**config.mk**
```make
export PLATFORM = sky130hd
export DESIGN_NAME = radio_frame_checker_with_failsafe_unit
export DESIGN_NICKNAME = d
export VERILOG_FILES = /design/src/rtl/rfc_pkg.sv /design/src/rtl/rfc_front.sv /design/src/rtl/rfc_queue.sv /design/src/rtl/rfc_back.sv /design/src/rtl/radio_frame_checker_with_failsafe_unit.sv
export SDC_FILE = /design/constraint.sdc
export NUM_CORES = 1
export LEC_CHECK = 0
export BUFFER_PORTS_ARGS = -buffer_cell sky130_fd_sc_hd__clkbuf_2
export CAP_MARGIN = 20
export CORE_ASPECT_RATIO = 2
export CORE_MARGIN = 3
export CORE_UTILIZATION = 42
export DETAILED_ROUTE_END_ITERATION = 8
export PLACE_DENSITY = 0.58
export RECOVER_POWER = 50
export SLEW_MARGIN = 15
export SYNTH_ARGS = -nofsm -noshare
export SYNTH_HDL_FRONTEND = slang
export SYNTH_SLANG_ARGS = --single-unit
```
**constraint.sdc**
```tcl
create_clock -name i_clk -period 6.2 [get_ports i_clk]
set_input_delay 0.31 -clock i_clk [delete_from_list [all_inputs] [get_ports i_clk]]
set_output_delay 0.31 -clock i_clk [all_outputs]
set_load 0.1 [all_outputs]
```
**src/rtl/rfc_pkg.sv**
```systemverilog
// Radio frame checker package: channel payload types, command type, constants.
// No dependencies; used by every module of the block.
package rfc_pkg;

    localparam int FRAME_LEN = 8;
    localparam int POS_W     = $clog2(FRAME_LEN);
    localparam int REPLY_LEN = 5;
    localparam int K_W       = $clog2(REPLY_LEN);

    localparam logic [POS_W-1:0] LAST_POS = POS_W'(FRAME_LEN - 1);
    localparam logic [K_W-1:0]   LAST_K   = K_W'(REPLY_LEN - 1);

    localparam logic [1:0] KIND_BYTE   = 2'd0;
    localparam logic [1:0] KIND_TICK   = 2'd1;
    localparam logic [1:0] KIND_READ   = 2'd2;
    localparam logic [1:0] KIND_RESYNC = 2'd3;

    localparam int CFG_IDX_W = 2;
    localparam int CFG_DAT_W = 16;
    localparam logic [CFG_IDX_W-1:0] CFG_RX_TIMEOUT = 2'd0;
    localparam logic [CFG_IDX_W-1:0] CFG_FAIL_LIMIT = 2'd1;

    localparam logic [15:0] RX_TIMEOUT_RST = 16'd4000;
    localparam logic [7:0]  FAIL_LIMIT_RST = 8'd20;

    localparam logic [7:0] HDR_BYTE = 8'd253;
    localparam logic [7:0] TRL_BYTE = 8'd254;

    typedef struct packed {
        logic [1:0] kind;
        logic [7:0] rx_byte;
    } t_in;

    typedef struct packed {
        logic [7:0] out_byte;
        logic       last;
        logic       frame_done;
        logic       frame_ok;
    } t_out;

    typedef struct packed {
        logic            is_read;
        logic            ok;
        logic            good;
        logic [3:0][7:0] payload;
    } t_cmd;

    function automatic logic [7:0] fallback_byte(input logic [K_W-1:0] k);
        logic [7:0] v;
        unique case (k)
            3'd0:    v = 8'd127;
            3'd1:    v = 8'd128;
            3'd2:    v = 8'd111;
            3'd3:    v = 8'd111;
            3'd4:    v = 8'd5;
            default: v = 8'd0;
        endcase
        return v;
    endfunction

endpackage

```
**src/rtl/rfc_front.sv**
```systemverilog
// Front end: accepts items, gathers frames, checks them, keeps the failsafe state
// and the configuration registers, and issues commands to the queue. Uses rfc_pkg.
module rfc_front (
    input  logic                          i_clk,
    input  logic                          i_rst_n,
    input  logic                          i_in_valid,
    output logic                          o_in_ready,
    input  rfc_pkg::t_in                  i_in_data,
    input  logic                          i_cfg_valid,
    output logic                          o_cfg_ready,
    input  logic [rfc_pkg::CFG_IDX_W-1:0] i_cfg_index,
    input  logic [rfc_pkg::CFG_DAT_W-1:0] i_cfg_data,
    input  logic                          i_q_full,
    output logic                          o_push,
    output rfc_pkg::t_cmd                 o_cmd
);

    logic [15:0]               r_timeout;
    logic [7:0]                r_limit;
    logic [7:0]                r_frame [rfc_pkg::FRAME_LEN];
    logic [rfc_pkg::POS_W-1:0] r_pos, n_pos;
    logic [3:0][7:0]           r_payload, n_payload;
    logic                      r_good, n_good;
    logic [7:0]                r_bad, n_bad;
    logic [15:0]               r_idle, n_idle;

    logic       accept;
    logic [9:0] sum;
    logic [8:0] chk;
    logic       ok;
    logic       good_upd;
    logic       fail;

    assign o_in_ready  = !i_q_full;
    assign o_cfg_ready = 1'b1;
    assign accept      = i_in_valid && o_in_ready;

    assign sum = 10'(r_frame[1]) + 10'(r_frame[2]) + 10'(r_frame[3]) + 10'(r_frame[4]);
    assign chk = 9'(sum[9:3]) + 9'(r_frame[4]);
    assign ok  = (r_frame[0] == rfc_pkg::HDR_BYTE) && (i_in_data.rx_byte == rfc_pkg::TRL_BYTE)
              && ({1'b0, r_frame[6]} == chk);

    always_comb begin
        n_pos     = r_pos;
        n_payload = r_payload;
        good_upd  = r_good;
        n_bad     = r_bad;
        n_idle    = r_idle;
        o_push    = 1'b0;
        o_cmd     = '0;
        unique case (i_in_data.kind)
            rfc_pkg::KIND_BYTE: begin
                if (r_pos == rfc_pkg::LAST_POS) begin
                    n_pos = '0;
                    if (ok) begin
                        n_payload = {r_frame[4], r_frame[3], r_frame[2], r_frame[1]};
                        good_upd  = 1'b1;
                        n_bad     = '0;
                    end else if (r_bad != 8'hFF) begin
                        n_bad = r_bad + 8'd1;
                    end
                    n_idle      = '0;
                    o_push      = accept;
                    o_cmd.ok    = ok;
                end else begin
                    n_pos = r_pos + 1'b1;
                end
            end
            rfc_pkg::KIND_TICK: begin
                if (r_idle != 16'hFFFF) begin
                    n_idle = r_idle + 16'd1;
                end
            end
            rfc_pkg::KIND_READ: begin
                o_push        = accept;
                o_cmd.is_read = 1'b1;
            end
            rfc_pkg::KIND_RESYNC: begin
                n_pos = '0;
            end
            default: begin
                n_pos = r_pos;
            end
        endcase
        fail          = (n_idle >= r_timeout) || (n_bad >= r_limit);
        n_good        = good_upd && !fail;
        o_cmd.good    = n_good;
        o_cmd.payload = r_payload;
    end

    always_ff @(posedge i_clk) begin
        if (accept && (i_in_data.kind == rfc_pkg::KIND_BYTE)) begin
            r_frame[r_pos] <= i_in_data.rx_byte;
        end
    end

    always_ff @(posedge i_clk) begin
        if (!i_rst_n) begin
            r_timeout <= rfc_pkg::RX_TIMEOUT_RST;
            r_limit   <= rfc_pkg::FAIL_LIMIT_RST;
            r_pos     <= '0;
            r_payload <= '0;
            r_good    <= 1'b0;
            r_bad     <= '0;
            r_idle    <= '0;
        end else begin
            if (i_cfg_valid) begin
                if (i_cfg_index == rfc_pkg::CFG_RX_TIMEOUT) begin
                    r_timeout <= i_cfg_data;
                end else if (i_cfg_index == rfc_pkg::CFG_FAIL_LIMIT) begin
                    r_limit <= i_cfg_data[7:0];
                end
            end
            if (accept) begin
                r_pos     <= n_pos;
                r_payload <= n_payload;
                r_good    <= n_good;
                r_bad     <= n_bad;
                r_idle    <= n_idle;
            end
        end
    end

endmodule

```
**src/rtl/rfc_queue.sv**
```systemverilog
// Command queue between front and back end; a small register FIFO.
// Uses rfc_pkg::t_cmd.
module rfc_queue #(
    parameter int DEPTH = 4
) (
    input  logic          i_clk,
    input  logic          i_rst_n,
    input  logic          i_push,
    input  rfc_pkg::t_cmd i_cmd,
    output logic          o_full,
    input  logic          i_pop,
    output logic          o_valid,
    output rfc_pkg::t_cmd o_cmd
);

    localparam int PW = $clog2(DEPTH);
    localparam int CW = $clog2(DEPTH + 1);

    rfc_pkg::t_cmd r_mem [DEPTH];
    logic [PW-1:0] r_wptr, r_rptr;
    logic [CW-1:0] r_count;

    assign o_full  = (r_count == CW'(DEPTH));
    assign o_valid = (r_count != '0);
    assign o_cmd   = r_mem[r_rptr];

    always_ff @(posedge i_clk) begin
        if (i_push) begin
            r_mem[r_wptr] <= i_cmd;
        end
    end

    always_ff @(posedge i_clk) begin
        if (!i_rst_n) begin
            r_wptr  <= '0;
            r_rptr  <= '0;
            r_count <= '0;
        end else begin
            if (i_push) begin
                r_wptr <= (r_wptr == PW'(DEPTH - 1)) ? '0 : r_wptr + 1'b1;
            end
            if (i_pop) begin
                r_rptr <= (r_rptr == PW'(DEPTH - 1)) ? '0 : r_rptr + 1'b1;
            end
            if (i_push && !i_pop) begin
                r_count <= r_count + 1'b1;
            end else if (i_pop && !i_push) begin
                r_count <= r_count - 1'b1;
            end
        end
    end

endmodule

```
**src/rtl/rfc_back.sv**
```systemverilog
// Back end: expands queued commands into result items through an output register.
// Uses rfc_pkg.
module rfc_back (
    input  logic          i_clk,
    input  logic          i_rst_n,
    input  logic          i_q_valid,
    input  rfc_pkg::t_cmd i_cmd,
    output logic          o_pop,
    output logic          o_out_valid,
    input  logic          i_out_ready,
    output rfc_pkg::t_out o_out_data
);

    logic                    r_out_valid;
    rfc_pkg::t_out           r_out;
    rfc_pkg::t_out           n_out;
    logic [rfc_pkg::K_W-1:0] r_k;
    logic                    load;
    logic                    done;

    assign load = !r_out_valid || i_out_ready;

    always_comb begin
        n_out = '0;
        if (i_cmd.is_read) begin
            if (!i_cmd.good) begin
                n_out.out_byte = rfc_pkg::fallback_byte(r_k);
            end else if (r_k != rfc_pkg::LAST_K) begin
                n_out.out_byte = i_cmd.payload[r_k[1:0]];
            end
            n_out.last = (r_k == rfc_pkg::LAST_K);
        end else begin
            n_out.last       = 1'b1;
            n_out.frame_done = 1'b1;
            n_out.frame_ok   = i_cmd.ok;
        end
        done = n_out.last;
    end

    assign o_pop       = load && i_q_valid && done;
    assign o_out_valid = r_out_valid;
    assign o_out_data  = r_out;

    always_ff @(posedge i_clk) begin
        if (load && i_q_valid) begin
            r_out <= n_out;
        end
    end

    always_ff @(posedge i_clk) begin
        if (!i_rst_n) begin
            r_out_valid <= 1'b0;
            r_k         <= '0;
        end else if (load) begin
            r_out_valid <= i_q_valid;
            if (i_q_valid) begin
                r_k <= done ? '0 : r_k + 1'b1;
            end
        end
    end

endmodule

```
**src/rtl/radio_frame_checker_with_failsafe_unit.sv**
```systemverilog
// Top level of the radio frame checker with failsafe: front end, command queue,
// back end. Depends on rfc_pkg, rfc_front, rfc_queue, rfc_back.
//
//  channel | direction | handshake                  | payload
//  --------+-----------+----------------------------+------------------------------
//  in      | input     | i_in_valid / o_in_ready    | i_in_data  (rfc_pkg::t_in)
//  out     | output    | o_out_valid / i_out_ready  | o_out_data (rfc_pkg::t_out)
//  cfg     | input     | i_cfg_valid / o_cfg_ready  | i_cfg_index, i_cfg_data
//
// The front end takes one item per cycle while the command queue has room.
// A completed frame emits one result and a read emits five, one per cycle from
// the output register while i_out_ready is high, so a run of reads is held
// back by the back end's single output port. Synchronous active-low reset; no
// clearing pass. Output stalls fill the queue and then drop o_in_ready.
module radio_frame_checker_with_failsafe_unit #(
    parameter int QUEUE_DEPTH = 4
) (
    input  logic                          i_clk,
    input  logic                          i_rst_n,
    input  logic                          i_in_valid,
    output logic                          o_in_ready,
    input  rfc_pkg::t_in                  i_in_data,
    output logic                          o_out_valid,
    input  logic                          i_out_ready,
    output rfc_pkg::t_out                 o_out_data,
    input  logic                          i_cfg_valid,
    output logic                          o_cfg_ready,
    input  logic [rfc_pkg::CFG_IDX_W-1:0] i_cfg_index,
    input  logic [rfc_pkg::CFG_DAT_W-1:0] i_cfg_data
);

    logic          q_full;
    logic          q_push;
    logic          q_pop;
    logic          q_valid;
    rfc_pkg::t_cmd cmd_in;
    rfc_pkg::t_cmd cmd_out;

    rfc_front u_front (
        .i_clk       (i_clk),
        .i_rst_n     (i_rst_n),
        .i_in_valid  (i_in_valid),
        .o_in_ready  (o_in_ready),
        .i_in_data   (i_in_data),
        .i_cfg_valid (i_cfg_valid),
        .o_cfg_ready (o_cfg_ready),
        .i_cfg_index (i_cfg_index),
        .i_cfg_data  (i_cfg_data),
        .i_q_full    (q_full),
        .o_push      (q_push),
        .o_cmd       (cmd_in)
    );

    rfc_queue #(
        .DEPTH (QUEUE_DEPTH)
    ) u_queue (
        .i_clk   (i_clk),
        .i_rst_n (i_rst_n),
        .i_push  (q_push),
        .i_cmd   (cmd_in),
        .o_full  (q_full),
        .i_pop   (q_pop),
        .o_valid (q_valid),
        .o_cmd   (cmd_out)
    );

    rfc_back u_back (
        .i_clk       (i_clk),
        .i_rst_n     (i_rst_n),
        .i_q_valid   (q_valid),
        .i_cmd       (cmd_out),
        .o_pop       (q_pop),
        .o_out_valid (o_out_valid),
        .i_out_ready (i_out_ready),
        .o_out_data  (o_out_data)
    );

endmodule

```
==> flow_summary.toml, run 1 <==
[critical_path]
worstSetupPathType = "register to register"
cpPeakStageDelay_ns = 0.50
timing.rr.start = "u_front.r_frame[2][0]"
crit_start = "u_front.r_frame[2][0]"
worstPathArrival_ns = 6.85
path_max_fanout = 3
endpoint_kind = "register"
path_buf_inv = 5
slowest_stage = "fa_1"
cpMostUsedCell = "ha_1"
crit_path_start_kind = "register"
required_ns = 6.63
cpLargestDelayFamily = "compound AO/OA/AOI/OAI gates"

[worst_hold_path]
worst_hold_path_type = "primary input to register"
hp-start = "i_out_ready"

[route]
drtIter0Drc = 507
dr.pass1.iters = 4
ant_nets = 0
via_per_inst = 5.28
drcViolationCount = 0
wire_per_inst_um = 18.3
wl_um = 31000
via_count = 8953

[die]
die_y_um = 262
row_count = 93
die_width_um = 134
core_sq_um = 32200
design.die.area_sq_um = 35200
pin_count = 47
start_util_pct = 42.8

[synth]
yosys_warnings = 0
synthCells = 1126
netlist_area_sq_um = 13800
postSynthAreaPerCell_sq_um = 12.2
synth_enable_flop_cells = 199
async_flop_share_pct = 0
synthesis.nets = 1233
ys_seq_area_share_pct = 57.4
synth_seq_cells = 296
synth.distinct_cells = 75
synthFlopType = "edfxtp_1"

[power]
intPower_mw = 3.55
clkPwrFrac_pct = 33.3
switching_share_pct = 30.3
leakagePower_nw = 6.09
p_comb_share_pct = 21.8
p_seq_share_pct = 45.0
p_per_area_nw_per_um2 = 315
p_sw_mw = 1.55
ir_drop_mv = 0.247

[placed_design]
dp_slack_ns = -0.511
io_buffers = 45
place_congestion = 0.913
hpwl_um = 21700

[finish]
drive_gt1_share_pct = 17.9
antenna_cells = 0
fin_util_pct = 50.1
fin_nets = 1356
area_growth_pct = 17.2

[global_route]
grt_pass1_vias = 9390
grt_max_degree = 66
antenna_found_initial = 0
grt_usage_pct = 18.0
overflow = 0
grt_pass1_wl_um = 49500

[timing]
post-route-period-util_pct = 103
worst_clock_skew_ns = 0.0166
setup_violations = 5
period_needed_ns = 6.42
tightest_slew_ns = 2.90
maxSlewViolCount = 155
tns_ns = -0.953
grt_setup_unrepaired = "yes"
hold_viol = 0
max_clock_freq_mhz = 156
relSlewSlack_pct = -93.5
timing.final.ws_setup_ns = -0.215

[clocking]
cts-root-buf = "clkbuf_16"
cts.sink_count = 296
clk_pin_slew_worst_paths_ns = 0.07
clock_latency_ns = 0.55
cts_max_path_buffers = 3
cts_tree = "built"
numCtsBuffers = 27
cts_htree_levels = 1

[outcome]
outcome = "complete, but fails checks"
violations = "capacitance limit, slew limit, setup timing"

[flow_run]
drv_cap = 3
[cells in the mapped netlist, types with 5 or more instances]
| cell type | count | area, sq um |
|---|---|---|
| a211oi_1 | 8 | 60.1 |
| a21o_1 | 13 | 97.6 |
| a21oi_1 | 78 | 390 |
| a31oi_1 | 5 | 31.3 |
| and2_1 | 13 | 81.3 |
| and3_1 | 6 | 37.5 |
| clkbuf_1 | 34 | 128 |
| dfxtp_1 | 97 | 1940 |
| edfxtp_1 | 199 | 5980 |
| fa_1 | 10 | 200 |
| ha_1 | 64 | 801 |
| inv_1 | 77 | 289 |
| mux2i_1 | 48 | 480 |
| mux4_2 | 41 | 923 |
| nand2_1 | 154 | 578 |
| nand2b_1 | 8 | 50.1 |
| nand3_1 | 17 | 85.1 |
| nand3b_1 | 5 | 37.5 |
| nand4_1 | 14 | 87.6 |
| nand4b_1 | 5 | 43.8 |
| nor2_1 | 50 | 188 |
| nor3_1 | 17 | 85.1 |
| nor4_1 | 8 | 50.1 |
| o211ai_1 | 7 | 52.6 |
| o21a_1 | 6 | 45.0 |
| o21ai_0 | 38 | 190 |
| o21ai_1 | 7 | 35.0 |
| xnor2_1 | 14 | 123 |
| xor2_1 | 10 | 87.6 |
[logic make-up after synthesis]
logic type	synth area share, %
XOR/XNOR	1.69
AO/OA/AOI/OAI	8.37
AND/OR/NAND/NOR	11.2
multiplexers	10.4
flip-flops	57.4
other	0.0272
adder cells (fa/ha/maj)	7.26
buffers and inverters	3.58
[cell usage in the layout (no fill, tap or decap), types with 17 or more instances in the layout]
| master | instances |
|---|---|
| ha_1 | 58 |
| mux2i_1 | 48 |
| o21ai_0 | 32 |
| clkbuf_2 | 21 |
| mux4_2 | 41 |
| nor2_1 | 49 |
| edfxtp_1 | 199 |
| dfxtp_1 | 95 |
| inv_1 | 74 |
| buf_4 | 72 |
| nand2_1 | 151 |
| a21oi_1 | 71 |
| clkbuf_16 | 29 |
| clkbuf_1 | 36 |
| nand3_1 | 17 |
[path summary, 6_finish.rpt]
check	endpoint	slack, ns	cells past startpoint
worst max-delay path	u_front.r_good	-0.22	33
worst min-delay path	u_back.o_out_valid	0.02	4
worst max register to register	u_front.r_good	-0.22	33
worst min register to register	u_front.r_timeout[15]	0.46	2
[layer usage]
| metal | global-route usage [%] | vias up | part of all wire (%) |
|---|---|---|---|
| met1 | 17.8 | 4396 | 35 |
| met4 | 8.52 | 0 | 4.5 |
| met5 | 0 | - | 0 |
| li1 | - | 4362 | - |
| met3 | 1.70 | 71 | 2.3 |
| met2 | 36.5 | 124 | 58 |
[power groups by stage]
stage | logic [mW] | registers (mW) | clock network, mW
after floorplan | 0.594 | 2.59 | 0
after global placement | 1.12 | 2.34 | 0
after detailed placement | 1.13 | 2.34 | 0
after CTS | 1.14 | 2.30 | 1.74
after global routing | 1.20 | 2.31 | 1.82
final | 1.11 | 2.29 | 1.69
[worst reg2reg max path: cells and delay by family, from the launching register on]
kind,cells,cell delay (ns)
simple gates,11,1.54
compound gates,10,2.00
flops,1,0.43
buf+inv,5,0.50
fa+ha+maj,6,1.79
xor+xnor,1,0.07
[flip-flops by register name, indices dropped and copies added, names as in the netlist, 3 cells and up, named ones only]
name and count:
u_front.r_pos 3, u_front.r_idle 16, u_queue.r_mem 140, u_back.r_k 3, u_front.o_cmd 32, u_front.r_limit 8
u_front.r_frame 48, u_front.r_bad 8, u_queue.r_count 3, u_back.o_out_data 11, u_front.r_timeout 16
[area by class of cell]
type	count	area, sq um
clock inverters	12	125
inverters	79	297
multi-input cells	707	5590
repair buffers	138	917
fillers	2875	16100
flip-flops and latches	296	7920
clock buffers	38	779
well taps	427	534
[repair_timing]
action | in CTS | in global routing
hold endpoints to repair | 16 | 0
pin swaps | 6 | 8
hold buffers | 14 | 0
gates resized for setup | 19 | 29
endpoints found under the setup margin | 5 | 9
buffers inserted | 12 | 3
[metrics by stage]
stage,hold slack [ns],area [sq um],std cells,total power [mW]
final,0.0231,16200,1697,5.10
after floorplan,0.409,13800,1126,3.19
after CTS,0.00531,16000,1695,5.18
after global routing,0.0455,16200,1697,5.33
after global placement,0.445,14800,1619,3.46
after detailed placement,0.450,14800,1619,3.47
(Power assumes the default switching activity.)
==> run 2, diff against run 1 <==
--- a/config.mk
+++ b/config.mk
@@ -7,11 +7,13 @@
 export LEC_CHECK = 0
 export BUFFER_PORTS_ARGS = -buffer_cell sky130_fd_sc_hd__clkbuf_2
 export CAP_MARGIN = 20
+export CELL_PAD_IN_SITES_DETAIL_PLACEMENT = 1
+export CELL_PAD_IN_SITES_GLOBAL_PLACEMENT = 1
 export CORE_ASPECT_RATIO = 2
 export CORE_MARGIN = 3
 export CORE_UTILIZATION = 42
 export DETAILED_ROUTE_END_ITERATION = 8
-export PLACE_DENSITY = 0.58
+export PLACE_DENSITY = 0.68
 export RECOVER_POWER = 50
 export SLEW_MARGIN = 15
 export SYNTH_ARGS = -nofsm -noshare
==> run 2 against run 1 <==
  * The run still ends with capacitance limit, slew limit, setup timing left
  * Combinational power rose by 4%
  * Cell area down 1.3%
  * Clock power decreased by 3%
  * Flip-flop and latch count did not move
  * Worst hold slack worse by 0.0079 ns
  * Setup slack worse by 0.016 ns
  * Critical endpoint unchanged
  * Largest cell class unchanged
==> flow_summary.toml, run 2 (same netlist as run 1, synthesis figures left out) <==
[timing]
whs_ns = 0.0151
period_needed_ns = 6.43
maxSlewViolCount = 153
worst_clock_skew_ns = 0.0151
timing.final.ws_setup_ns = -0.231
relSlewSlack_pct = -143
hold_viol = 0
tns_ns = -1.09
grt_setup_unrepaired = "yes"
post-route-period-util_pct = 104
max_clock_freq_mhz = 155
setup_violations = 5
tightest_slew_ns = 3.65

[outcome]
violations = "capacitance limit, slew limit, setup timing"
outcome = "complete, but fails checks"

[finish]
area_growth_pct = 15.7
largest_reg_flops = 140
fin_nets = 1342
antenna_cells = 0
mostFrequentLayoutCells = "199 x edfxtp_1, 151 x nand2_1, 97 x dfxtp_1"
mostFrequentLayoutCell = "edfxtp_1"
largest_register = "u_queue.r_mem"
drive_gt1_share_pct = 17.2

[critical_path]
r2r-end = "u_front.r_good"
endpoint_kind = "register"
worstSetupPathType = "register to register"
rrSetupSlack_ns = -0.23
timing.rr.start = "u_front.r_frame[1][0]"
reg2reg_depth = 29
path_max_fanout = 3
crit_path_start_kind = "register"
cpPeakStageDelay_ns = 0.53
crit_start = "u_front.r_frame[1][0]"
slowest_stage = "or4_4"
required_ns = 6.64
worstPathArrival_ns = 6.87

[route]
drcViolationCount = 0
wl_um = 34100
ant_nets = 0
via_per_inst = 5.41
drtIter0Drc = 379
via_count = 9103
wire_per_inst_um = 20.3
dr.pass1.iters = 4

[die]
start_util_pct = 42.8
design.die.area_sq_um = 35200
pin_count = 47
core_sq_um = 32200
die_width_um = 134
die_y_um = 262
row_count = 93

[power]
ir_drop_mv = 0.250
leakagePower_nw = 6.00
p_per_area_nw_per_um2 = 318

[clocking]
numCtsBuffers = 26
clock_latency_ns = 0.54
cts.sink_count = 296
clk_pin_slew_worst_paths_ns = 0.08
cts_max_path_buffers = 3
cts_htree_levels = 1
cts-root-buf = "clkbuf_16"
cts_tree = "built"

[global_route]
grt_usage_pct = 19.6
overflow = 0
grt_max_degree = 80
antenna_found_initial = 0
grt_pass1_wl_um = 54100
grt_pass1_vias = 9927

[worst_hold_path]
worst_hold_path.endpoint = "u_front.r_timeout[2]"
worst_hold_path_type = "primary input to register"
hp-start = "i_cfg_data[2]"
min_path_cells = 3

[placed_design]
place_congestion = 0.864
io_buffers = 45
hpwl_um = 24100

[flow_run]
drv_cap = 3
## run 2: critical path: cells and delay by family, from the launching register on
family                     cells  cell delay, ns
AOI/OAI and AO/OA             12            2.41
xor gates and xnor gates       2            0.15
adders and majority gates      5            1.53
buffers and inverters          3            0.31
DFF                            1            0.41
and+or+nand+nor                7            1.49
## run 2: worst max-delay path by stage
stage,endpoint,slack [ns],cells past startpoint
after floorplan,u_queue.r_mem[0][32],-0.006,32
after CTS,u_front.r_good,-0.36,32
after global routing,u_queue.r_mem[1][32],-0.59,32
after global placement,u_queue.r_mem[0][32],-0.37,32
final,u_front.r_good,-0.23,29
after detailed placement,u_queue.r_mem[1][32],-0.57,32
## run 2: where the power goes
part           total (mW)  internal [mW]  switching (mW)
logic                1.15          0.378           0.772
registers            2.28           2.21          0.0643
clock network        1.64          0.916           0.723
total                5.07           3.51            1.56
## run 2: per-stage QoR
| step | setup WS, ns | power, mW | util [%] | std cells | cell area (sq um) |
|---|---|---|---|---|---|
| 2_1_floorplan | -0.00620 | 3.19 | - | 1126 | 13800 |
| 6_report | -0.231 | 5.07 | 49.5 | 1682 | 16000 |
| 3_5_place_dp | -0.570 | 3.48 | 46.0 | 1618 | 14800 |
| 4_1_cts | -0.359 | 5.14 | 49.5 | 1681 | 15900 |
| 3_3_place_gp | -0.369 | 3.45 | 46.0 | 1618 | 14800 |
| 5_1_grt | -0.593 | 5.29 | 49.5 | 1682 | 16000 |
## run 2: layer usage
layer / share of wire, % / GRT usage, % / vias up
met5: 0 / 0 / -
met4: 4.3 / 7.98 / 0
met3: 2.0 / 1.92 / 66
met2: 59 / 41.0 / 99
met1: 34 / 19.1 / 4606
li1: - / - / 4332
## run 2: area by class of cell
type                            instances  area, sq um
Inverter                               79          297
Tap cell                              427          534
Clock inverter                         13          116
Fill cell                            3389        16300
Clock buffer                           35          736
Multi-Input combinational cell        707         5550
Sequential cell                       296         7920
Timing Repair Buffer                  125          805
## run 2: what timing repair did
action                     CTS  global route
hold endpoints to repair    11             0
resized for setup           29            12
buffers inserted             4             1
pin swaps                   29            15
setup endpoints to repair    5             6
hold buffers                11             0
